--- src/hdl/mqf_pkg.sv ---
// ----------------------------------------------------------------------------
// mqf_pkg
// Shared constants, codes and types of the multi-queue FIFO manager.
// ----------------------------------------------------------------------------
package mqf_pkg;

  localparam int NUM_QUEUES_DEF  = 10;
  localparam int QUEUE_DEPTH_DEF = 16;

  // Fixed field widths of the item and result channels
  localparam int QIDX_W   = 4;
  localparam int VALUE_W  = 16;
  localparam int SERVED_W = 16;
  localparam int STATUS_W = 2;
  localparam int LEN_W    = 5;

  localparam int S_TDATA_W = 24;
  localparam int M_TDATA_W = 40;

  localparam logic ACT_ENQUEUE = 1'b0;
  localparam logic ACT_DEQUEUE = 1'b1;

  localparam logic [STATUS_W-1:0] STATUS_DONE  = 2'd0;
  localparam logic [STATUS_W-1:0] STATUS_FULL  = 2'd1;
  localparam logic [STATUS_W-1:0] STATUS_EMPTY = 2'd2;

  typedef enum logic [1:0] {
    ST_IDLE,
    ST_DESC,
    ST_HEAD
  } state_t;

endpackage

--- src/hdl/mqf_desc_mem.sv ---
// ----------------------------------------------------------------------------
// mqf_desc_mem
// Queue descriptor memory: one word per queue, registered read, per-entry
// valid bits so that an entry never written reads as zero.
// ----------------------------------------------------------------------------
module mqf_desc_mem #(
  parameter int DEPTH = mqf_pkg::NUM_QUEUES_DEF,
  parameter int DW    = 32
) (
  input  logic                                     clk,
  input  logic                                     rst,
  input  logic                                     we,
  input  logic [((DEPTH > 1) ? $clog2(DEPTH) : 1)-1:0] waddr,
  input  logic [DW-1:0]                            wdata,
  input  logic                                     re,
  input  logic [((DEPTH > 1) ? $clog2(DEPTH) : 1)-1:0] raddr,
  output logic [DW-1:0]                            rdata
);

  logic [DW-1:0]    mem [DEPTH];
  logic [DEPTH-1:0] valid;

  always_ff @(posedge clk) begin
    if (we) begin
      mem[waddr] <= wdata;
    end
  end

  always_ff @(posedge clk) begin
    if (rst) begin
      valid <= '0;
    end else if (we) begin
      valid[waddr] <= 1'b1;
    end
  end

  // Read of an unwritten entry returns the reset descriptor (all zero)
  always_ff @(posedge clk) begin
    if (re) begin
      rdata <= valid[raddr] ? mem[raddr] : '0;
    end
  end

endmodule

--- src/hdl/mqf_entry_mem.sv ---
// ----------------------------------------------------------------------------
// mqf_entry_mem
// Shared entry store for all queue rings, one write and one registered read.
// ----------------------------------------------------------------------------
module mqf_entry_mem #(
  parameter int DEPTH = mqf_pkg::NUM_QUEUES_DEF * mqf_pkg::QUEUE_DEPTH_DEF
) (
  input  logic                                     clk,
  input  logic                                     we,
  input  logic [((DEPTH > 1) ? $clog2(DEPTH) : 1)-1:0] waddr,
  input  logic [mqf_pkg::VALUE_W-1:0]              wdata,
  input  logic                                     re,
  input  logic [((DEPTH > 1) ? $clog2(DEPTH) : 1)-1:0] raddr,
  output logic [mqf_pkg::VALUE_W-1:0]              rdata
);

  logic [mqf_pkg::VALUE_W-1:0] mem [DEPTH];

  always_ff @(posedge clk) begin
    if (we) begin
      mem[waddr] <= wdata;
    end
  end

  always_ff @(posedge clk) begin
    if (re) begin
      rdata <= mem[raddr];
    end
  end

endmodule

--- src/hdl/multi_queue_fifo_manager.sv ---
// ----------------------------------------------------------------------------
// multi_queue_fifo_manager
// Set of independent FIFO rings, one per queue, held in one shared store.
// ----------------------------------------------------------------------------
// Usage:
//   Slave channel (s_*) carries one request item: s_tuser[0] selects enqueue
//   (0) or dequeue (1), s_tdata names the queue and the value to append.
//   Master channel (m_*) returns exactly one result item per request: status,
//   new queue length, saturating served count and the new head value.
//   Each item passes these steps in order: read the queue descriptor memory,
//   update it (on enqueue also writing the entry store) while the head entry
//   is read, and load the result register. Requests are handled one at a
//   time; no new request is taken until the last result is loaded.
//   The result register parts the two sides: a new request is taken while an
//   earlier result still waits. If the receiver stalls, the finished item
//   holds in the last step until the result register frees up.
//   Reset (rst, synchronous) empties every queue and clears the served
//   counts at once through valid bits on the descriptor memory; the entry
//   store needs no clearing since only the read data of queued entries is used.
// ----------------------------------------------------------------------------
module multi_queue_fifo_manager #(
  parameter int NUM_QUEUES  = mqf_pkg::NUM_QUEUES_DEF,
  parameter int QUEUE_DEPTH = mqf_pkg::QUEUE_DEPTH_DEF
) (
  input  logic                            clk,
  input  logic                            rst,
  input  logic                            s_tvalid,
  output logic                            s_tready,
  // queue_index [3:0], car_number [19:4], zero pad [23:20]
  input  logic [mqf_pkg::S_TDATA_W-1:0]   s_tdata,
  // action [0]
  input  logic [0:0]                      s_tuser,
  output logic                            m_tvalid,
  input  logic                            m_tready,
  // status [1:0], queue_length [6:2], served_count [22:7],
  // head_value [38:23], head_valid [39]
  output logic [mqf_pkg::M_TDATA_W-1:0]   m_tdata
);

  localparam int QW  = (NUM_QUEUES > 1) ? $clog2(NUM_QUEUES) : 1;
  localparam int QXW = (QW > mqf_pkg::QIDX_W) ? QW : mqf_pkg::QIDX_W;
  localparam int PW  = $clog2(QUEUE_DEPTH);
  localparam int CW  = $clog2(QUEUE_DEPTH + 1);
  localparam int DW  = 2 * PW + CW + mqf_pkg::SERVED_W;
  localparam int ED  = NUM_QUEUES * QUEUE_DEPTH;
  localparam int EAW = (ED > 1) ? $clog2(ED) : 1;
  localparam int VW  = mqf_pkg::VALUE_W;
  localparam int SW  = mqf_pkg::SERVED_W;

  mqf_pkg::state_t state, state_next;

  logic accept;
  logic load_out;

  // Request registers
  logic           act;
  logic [QW-1:0]  qidx;
  logic           qok;
  logic [VW-1:0]  car;

  logic [QXW-1:0] q_ext;
  logic           q_ok_now;

  // Descriptor memory ports
  logic [DW-1:0]  desc_rd;
  logic [DW-1:0]  desc_wr;
  logic           desc_we;

  logic [PW-1:0]  d_head, d_tail;
  logic [CW-1:0]  d_count;
  logic [SW-1:0]  d_served;

  logic [PW-1:0]  n_head, n_tail;
  logic [CW-1:0]  n_count;
  logic [SW-1:0]  n_served;

  // Entry store ports
  logic           ent_we;
  logic           ent_re;
  logic [EAW-1:0] ent_base;
  logic [EAW-1:0] ent_waddr;
  logic [EAW-1:0] ent_raddr;
  logic [VW-1:0]  ent_rd;

  // Result staging, filled in the descriptor step
  logic [mqf_pkg::STATUS_W-1:0] status_c, status;
  logic [CW-1:0]                len_c, len;
  logic [SW-1:0]                served_c, served;
  logic                         hvalid_c, hvalid;
  logic                         fwd_c, fwd;

  logic [VW-1:0]                head_value;

  function automatic logic [PW-1:0] ring_next(input logic [PW-1:0] p);
    ring_next = (p == PW'(QUEUE_DEPTH - 1)) ? '0 : p + PW'(1);
  endfunction

  assign q_ext    = QXW'(s_tdata[mqf_pkg::QIDX_W-1:0]);
  assign q_ok_now = {1'b0, q_ext} < (QXW + 1)'(NUM_QUEUES);

  // ---------------------------------------------------------------- control
  always_comb begin
    state_next = state;
    unique case (state)
      mqf_pkg::ST_IDLE: if (accept) state_next = mqf_pkg::ST_DESC;
      mqf_pkg::ST_DESC: state_next = mqf_pkg::ST_HEAD;
      mqf_pkg::ST_HEAD: if (load_out) state_next = mqf_pkg::ST_IDLE;
      default:          state_next = mqf_pkg::ST_IDLE;
    endcase
  end

  always_comb begin
    s_tready = (state == mqf_pkg::ST_IDLE);
    load_out = (state == mqf_pkg::ST_HEAD) && (!m_tvalid || m_tready);
  end

  assign accept = s_tvalid && s_tready;

  always_ff @(posedge clk) begin
    if (rst) begin
      state <= mqf_pkg::ST_IDLE;
    end else begin
      state <= state_next;
    end
  end

  // Capture the request
  always_ff @(posedge clk) begin
    if (accept) begin
      act  <= s_tuser[0];
      qidx <= q_ext[QW-1:0];
      qok  <= q_ok_now;
      car  <= s_tdata[mqf_pkg::QIDX_W +: VW];
    end
  end

  // ------------------------------------------------------------ descriptor
  mqf_desc_mem #(
    .DEPTH (NUM_QUEUES),
    .DW    (DW)
  ) u_desc_mem (
    .clk   (clk),
    .rst   (rst),
    .we    (desc_we),
    .waddr (qidx),
    .wdata (desc_wr),
    .re    (accept && q_ok_now),
    .raddr (q_ext[QW-1:0]),
    .rdata (desc_rd)
  );

  assign {d_served, d_count, d_tail, d_head} = desc_rd;
  assign desc_wr = {n_served, n_count, n_tail, n_head};

  assign ent_base = EAW'(qidx) * EAW'(QUEUE_DEPTH);

  // Modify the descriptor; the head entry read is issued in the same step
  always_comb begin
    n_head    = d_head;
    n_tail    = d_tail;
    n_count   = d_count;
    n_served  = d_served;
    status_c  = mqf_pkg::STATUS_DONE;
    fwd_c     = 1'b0;
    ent_we    = 1'b0;
    desc_we   = 1'b0;
    if (!qok) begin
      status_c = (act == mqf_pkg::ACT_DEQUEUE) ? mqf_pkg::STATUS_EMPTY
                                               : mqf_pkg::STATUS_FULL;
    end else if (act == mqf_pkg::ACT_ENQUEUE) begin
      if (d_count >= CW'(QUEUE_DEPTH)) begin
        status_c = mqf_pkg::STATUS_FULL;
      end else begin
        ent_we  = (state == mqf_pkg::ST_DESC);
        desc_we = (state == mqf_pkg::ST_DESC);
        n_tail  = ring_next(d_tail);
        n_count = d_count + CW'(1);
        // Empty queue: the new entry becomes the head, forward it
        fwd_c   = (d_count == '0);
      end
    end else begin
      if (d_count == '0) begin
        status_c = mqf_pkg::STATUS_EMPTY;
      end else begin
        desc_we  = (state == mqf_pkg::ST_DESC);
        n_head   = ring_next(d_head);
        n_count  = d_count - CW'(1);
        n_served = (d_served == '1) ? d_served : d_served + SW'(1);
      end
    end
    len_c    = qok ? n_count  : '0;
    served_c = qok ? n_served : '0;
    hvalid_c = qok && (n_count != '0);
  end

  assign ent_waddr = ent_base + EAW'(d_tail);
  assign ent_raddr = ent_base + EAW'(n_head);
  assign ent_re    = (state == mqf_pkg::ST_DESC) && qok;

  mqf_entry_mem #(
    .DEPTH (ED)
  ) u_entry_mem (
    .clk   (clk),
    .we    (ent_we),
    .waddr (ent_waddr),
    .wdata (car),
    .re    (ent_re),
    .raddr (ent_raddr),
    .rdata (ent_rd)
  );

  always_ff @(posedge clk) begin
    if (state == mqf_pkg::ST_DESC) begin
      status <= status_c;
      len    <= len_c;
      served <= served_c;
      hvalid <= hvalid_c;
      fwd    <= fwd_c;
    end
  end

  // ---------------------------------------------------------------- result
  assign head_value = !hvalid ? '0 : (fwd ? car : ent_rd);

  always_ff @(posedge clk) begin
    if (rst) begin
      m_tvalid <= 1'b0;
    end else if (load_out) begin
      m_tvalid <= 1'b1;
    end else if (m_tready) begin
      m_tvalid <= 1'b0;
    end
  end

  always_ff @(posedge clk) begin
    if (load_out) begin
      m_tdata <= {hvalid, head_value, served, mqf_pkg::LEN_W'(len), status};
    end
  end

endmodule

--- config.mk ---
export PLATFORM = sky130hd
export DESIGN_NAME = multi_queue_fifo_manager
export DESIGN_NICKNAME = d
export VERILOG_FILES = /design/src/hdl/mqf_pkg.sv /design/src/hdl/mqf_desc_mem.sv /design/src/hdl/mqf_entry_mem.sv /design/src/hdl/multi_queue_fifo_manager.sv
export SDC_FILE = /design/constraint.sdc
export NUM_CORES = 2
export LEC_CHECK = 0
export ABC_AREA = 1
export BUFFER_PORTS_ARGS = -buffer_cell sky130_fd_sc_hd__buf_2
export CAP_MARGIN = 0
export CORE_MARGIN = 5
export CORE_UTILIZATION = 29
export CTS_CLUSTER_DIAMETER = 80
export CTS_CLUSTER_SIZE = 40
export DETAILED_ROUTE_END_ITERATION = 8
export RECOVER_POWER = 50
export SLEW_MARGIN = 0
export SYNTH_ARGS = -nofsm -noshare
export SYNTH_HDL_FRONTEND = slang
export SYNTH_SLANG_ARGS = --single-unit
export TNS_END_PERCENT = 1
--- constraint.sdc ---
create_clock -name clk -period 4.6 [get_ports clk]
set_input_delay 0.46 -clock clk [delete_from_list [all_inputs] [get_ports clk]]
set_output_delay 0.46 -clock clk [all_outputs]
set_load 0.01 [all_outputs]
## Yosys cells after proc, flatten, opt, wreduce, memory -nomap -nowiden

Memories as Yosys holds them, arrays and structs flattened. A register that Yosys moved wholly into a read port is not among the register bits.
Cells that the tools add are included.

| storage, ports and cells | value |
|---|---|
| output and inout port bits | 42 |
| register bits | 100 |
| memories | 2 |
| input port bits | 29 |
| RAM bits | 2,850 |
| logic and storage cells | 93 |

| operators by class | value |
|---|---|
| bitwise operators | 2 |
| order comparisons | 5 |
| $add $sub $neg | 7 |
| muxes and demuxes | 41 |
| reductions and logical operators | 15 |
| equal/unequal tests | 7 |

Memories:

| name | depth | bits a word | read ports | clocked after Yosys merged registers in | wr ports | RTL line | RTL |
|---|---|---|---|---|---|---|---|
| u_entry_mem.mem | 160 | 16 | 1 | 1 | 1 | mqf_entry_mem.sv:17 | `logic [mqf_pkg::VALUE_W-1:0] mem [DEPTH];` |
| u_desc_mem.mem | 10 | 29 | 1 | 1 | 1 | mqf_desc_mem.sv:20 | `logic [DW-1:0] mem [DEPTH];` |

Operators with widths:

| operator | number |
|---|---|
| $mux 16 | 5 |
| $mux 4 | 8 |
| $mux 5 | 4 |
| $add 16x1->16 const B | 1 |
| $add 8x4->8 | 2 |
| $eq 16x16->1 const B | 1 |
| $mux 1 | 15 |
| $mux 2 | 6 |
| $lt 4x5->1 const B | 2 |
| $or 10x10->10 | 1 |
| $add 4x1->4 const B | 2 |
| $eq 4x4->1 const B | 2 |
| $logic_and 1x1->1 | 6 |
| $pmux 2 s3 | 1 |
| $add 5x1->5 const B | 1 |
| $ge 5x5->1 const B | 1 |
| $logic_not 5->1 | 1 |
| $reduce_bool 5->1 | 1 |
| $sub 5x1->5 const B | 1 |
| $bmux 1 s4 | 1 |
| $demux 1 s4 | 1 |
| $ge 4x1->1 const B | 1 |
| $lt 4x4->1 const B | 1 |
| $reduce_or 3->1 | 1 |
| other kinds (10) | 11 |

## Longest topological paths before layout

| logic depth | value |
|---|---|
| depth after elaboration | 6 |
| depth in mapped cells | 21 |
| depth with buffers taken out | 19 |

## Cells and area by module

A second synthesis with hierarchy kept.

| unflattened totals | value |
|---|---|
| cells, all modules | 10,187 |
| area total of the unflattened synthesis | 121,985.7 um^2 |

By module, submodules not included:

| module | area an instance (um^2) | seq. area each (um^2) | cells each | times used |
|---|---|---|---|---|
| mqf_entry_mem | 103,464.2 | 77,354.2 | 8,385 | 1 |
| mqf_desc_mem | 13,730.7 | 9,779.4 | 1,277 | 1 |
| multi_queue_fifo_manager | 4,790.8 | 2,672.6 | 525 | 1 |

## Worst setup path after synthesis

No wires, ideal clock.

| path | value |
|---|---|
| path type | reg2reg |
| from | reg state[0] |
| to | mem u_entry_mem.mem[18][0] in the netlist's numbering (enable) |
| data required time | 4.212 ns |
| period minus slack after synthesis | 4.023 ns |
| path slack | 0.577 ns |
| stages on the path, launching flop included | 9 |
| setup time | 0.388 ns |
| data arrival time | 3.635 ns |
| path buffers | 2 |
| cells stage by stage | dfxtp_1 -> inv_1 -> nor2_1 -> inv_1 -> nor4_1 -> clkbuf_1 -> nand2_1 -> clkbuf_1 -> nor2_1 |

| on the way | value |
|---|---|
| word-level cells in the longest chain between the ends | 6 |

Ends and longest elaborated chain:

| what | RTL line | RTL |
|---|---|---|
| from (decl) | multi_queue_fifo_manager.sv:50 | `mqf_pkg::state_t state, state_next;` |
| from (signal assigned) | multi_queue_fifo_manager.sv:121 | `state <= mqf_pkg::ST_IDLE;` |
| from (signal assigned) | multi_queue_fifo_manager.sv:123 | `state <= state_next;` |
| $eq 2x1->1 | multi_queue_fifo_manager.sv:174 | `ent_we = (state == mqf_pkg::ST_DESC);` |
| $mux 1 | multi_queue_fifo_manager.sv:171 | `if (d_count >= CW'(QUEUE_DEPTH)) begin` |
| $mux 1 | multi_queue_fifo_manager.sv:170 | `end else if (act == mqf_pkg::ACT_ENQUEUE) begin` |
| $mux 1 | multi_queue_fifo_manager.sv:167 | `if (!qok) begin` |
| $mux 1 | mqf_entry_mem.sv:20 | `if (we) begin` |
| $mux 1 (not written as such) | mqf_entry_mem.sv:21 | `mem[waddr] <= wdata;` |
| to (decl) | mqf_entry_mem.sv:17 |  |

Every way passes these cells.

## Final worst setup path

| path | value |
|---|---|
| from | reg qok |
| to | mem u_entry_mem.mem[108][13] in the netlist's numbering (enable) |

| on the way | value |
|---|---|
| word-level cells in the longest chain between the ends | 3 |

Ends and longest elaborated chain:

| what | RTL line | RTL |
|---|---|---|
| from (decl) | multi_queue_fifo_manager.sv:58 | `logic qok;` |
| from (signal assigned) | multi_queue_fifo_manager.sv:132 | `qok <= q_ok_now;` |
| $mux 1 | multi_queue_fifo_manager.sv:167 |  |
| $mux 1 | mqf_entry_mem.sv:20 |  |
| $mux 1 (not written as such) | mqf_entry_mem.sv:21 |  |

Every way passes these cells.

==> results.toml <==
[layout]
final_layout_size_suffix_gt1_share_pct = 6.550
fin_area_sq_mm = 0.1420
nets = 11241
multiInputGateArea_sq_mm = 0.03026
area_growth_pct = 10.75
layout_common_cells = "edfxtp_1, nand2_1, nand3_1"
seqCellArea_sq_mm = 0.08981
mostFrequentLayoutCell = "edfxtp_1"
nFillCells = 43886
fin_util_pct = 32.20

[sta]
min_period_ns = 4.447
layout_setup_ws_ns = 0.1530
slew_headroom_pct = -175.3
max_freq_mhz = 224.9
tightest_slew_ns = 4.129
finalSetupViolCount = 0
hold_viol_final = 0
drv_slew = 2818
setup_tns_ns = 0
fin_worst_skew_ns = 0.09642
fin_crit_sh_pct = 96.67
rsz0062_at_grt = "no"

[global_routing]
track_usage_pct = 15.41
gr-total-overflow = 0
grt_max_degree = 162
grt_pass1_vias = 76406
antenna_found_initial = 12
grt_pass1_wl_um = 530300

[run_status]
status = "finished, violations left"
violations = "max-capacitance violations, max-slew violations"

[floorplan]
dieArea_sq_mm = 0.4557
num_rows = 244
die_y_um = 675.0
start_util_pct = 29.07
ios = 71
core_sq_mm = 0.4411
die-width_um = 675.0

[detailed_routing]
vias_per_cell = 4.844
wl_per_cell_um = 21.27
postRouteAntennaNets = 0
drt_wl_total_um = 366300
first_iter_violations = 9578
vias = 83415
drc = 0
first_pass_iters = 6

[worst_setup_path]
critPathKind = "reg -> reg"
crit_family = "buffers and inverters"
crit_chain = "buf_4 -> inv_1 -> clkbuf_1 -> nor4_1 -> buf_4 -> nand3_1 -> clkbuf_1 -> nor2_1 -> clkbuf_2"
arrival_ns = 4.99
path_max_fanout = 27
path_buf_inv = 6
cp-start-kind = "flop"
r2r_cells = 9
worst_ep_required_time_ns = 5.15
crit_path_end_kind = "flop"
r2r-end = "u_entry_mem.mem[108][13]"
slowest_stage = "clkbuf_1"
critical-path-max-stage-delay_ns = 1.10
crit_start = "qok"
rr_startpoint = "qok"
r2r_slack_ns = 0.15

[placement]
dp_hpwl_um = 208900
gp_congestion = 0.9157
dp_slack_ns = 0.3816
place_area_sq_mm = 0.1372
port_buffers = 66

[yosys]
yosysWarnings = 0
ys_seq_elements = 2995
synth.yosys.seq_area_share_pct = 70.02
yosysUniqueCellTypes = 44
syn_nets = 11323
synth_cells = 11285
avgSynthCellArea_sq_um = 11.36
netlist_area_sq_mm = 0.1283

[clock_network]
cts_buffers = 139
insertion_delay_ns = 0.90
cts_root_buffer = "clkbuf_16"
cts_num_sinks = 2995
clockBufferDepth = 4
cts_tree = "yes"
cts_resized = 0
htree_levels = 4
cts_setup_buffers = 0
path_clk_slew_ns = 0.13
cts_hold_buf = 21

[pwr]
max-vdd-ir-drop_uv = 267.6
power.total_uw = 51890
leakagePower_uw = 0.05160
power.density_mw_per_mm2 = 365.3

[min_path]
hp-start = "s_tdata[7]"
hold_end = "car[3]"
hp-class = "in -> reg"
worstHoldPathCells = 2

[job]
drv_cap = 40
## registers in the layout (all words and copies together), names as in the netlist
register	count
u_entry_mem.mem	2560
u_desc_mem.mem	290
m_tdata	40
u_desc_mem.rdata	29
car	16
served	16
u_entry_mem.rdata	16
u_desc_mem.valid	10
len	5
qidx	4
state	2
status	2
act	1
fwd	1
hvalid	1
m_tvalid	1
qok	1
## power by group
| part | switching (uW) | internal, uW | total (uW) |
|---|---|---|---|
| sequential | 75.6 | 30200 | 30300 |
| clock | 9490 | 6670 | 16200 |
| combinational | 4090 | 1330 | 5420 |
| total | 13700 | 38200 | 51900 |
## per-layer routing
metal / global-route usage, % / vias to the layer above / wire length, um
met3: 2.080 / 496 / 27060
met4: 6.006 / 0 / 16860
met5: 0 / - / 0
met1: 21.35 / 41199 / 153700
li1: - / 38558 / -
met2: 24.52 / 3162 / 168700
## synth_stat cells, drive strengths merged
| library cell | number | area [sq um] |
|---|---|---|
| o21ai | 466 | 2336 |
| a211oi | 1 | 7.510 |
| inv | 1374 | 5157 |
| a21o | 1 | 7.510 |
| nand3 | 2067 | 10350 |
| clkbuf | 306 | 1161 |
| nor3 | 18 | 90.09 |
| o31ai | 3 | 22.52 |
| nor4 | 5 | 31.28 |
| o311ai | 28 | 245.2 |
| xor2 | 18 | 165.2 |
| ha | 9 | 112.6 |
| edfxtp | 2982 | 89550 |
| a31o | 1 | 8.760 |
| dfxtp | 13 | 260.3 |
| o21ba | 5 | 50.05 |
| a31oi | 1 | 6.260 |
| xnor2 | 1 | 8.760 |
| a21oi | 141 | 705.7 |
| o21bai | 13 | 97.59 |
| o211ai | 47 | 352.8 |
| nor2 | 465 | 1763 |
| nand3b | 656 | 4925 |
| or2 | 33 | 206.5 |
| o22ai | 18 | 112.6 |
| and3 | 1 | 6.260 |
| clkinv | 6 | 22.52 |
| buf | 422 | 2090 |
| o221ai | 29 | 254.0 |
| nand4 | 7 | 43.79 |
| nand2 | 2148 | 8103 |
## kinds of logic (layout without fill, tap and decap cells)
logic type,after synthesis,after routing,synth area share (%)
adder cells (fa/ha/maj),9,9,0.08780
AO/OA/AOI/OAI,754,754,3.280
flip-flops,2995,2995,70.02
XOR/XNOR,19,19,0.1356
other,0,3,0
AND/OR/NAND/NOR,5400,5400,19.90
buffers and inverters,2108,2136,6.573
## layout make-up
type / count / share of cell area (%)
antenna: 3 / 0.005285
inverter: 1380 / 3.663
clock inverter: 103 / 0.9989
tap: 5904 / 5.201
sequential: 2995 / 63.23
multi-input combinational: 6182 / 21.30
clock buffer: 148 / 2.562
timing repair buffer: 505 / 3.040
## worst max path at each step
stage                               endpoint  slack (ns)  cells past startpoint
floorplan             u_entry_mem.mem[18][0]        0.58                      8
global placement        u_entry_mem.rdata[1]        0.40                     18
detailed placement      u_entry_mem.rdata[1]        0.38                     18
CTS                     u_entry_mem.rdata[1]        0.37                     18
global route            u_entry_mem.rdata[1]        0.07                     18
finish              u_entry_mem.mem[108][13]        0.15                      9
## through the flow
stage	std cells	hold WS, ns
floorplan	11285	0.4003
finish	17220	0.2635
detailed placement	16945	0.4090
CTS	17217	0.07361
global route	17218	0.2326
global placement	16945	0.4072
(Power assumes the default switching activity.)
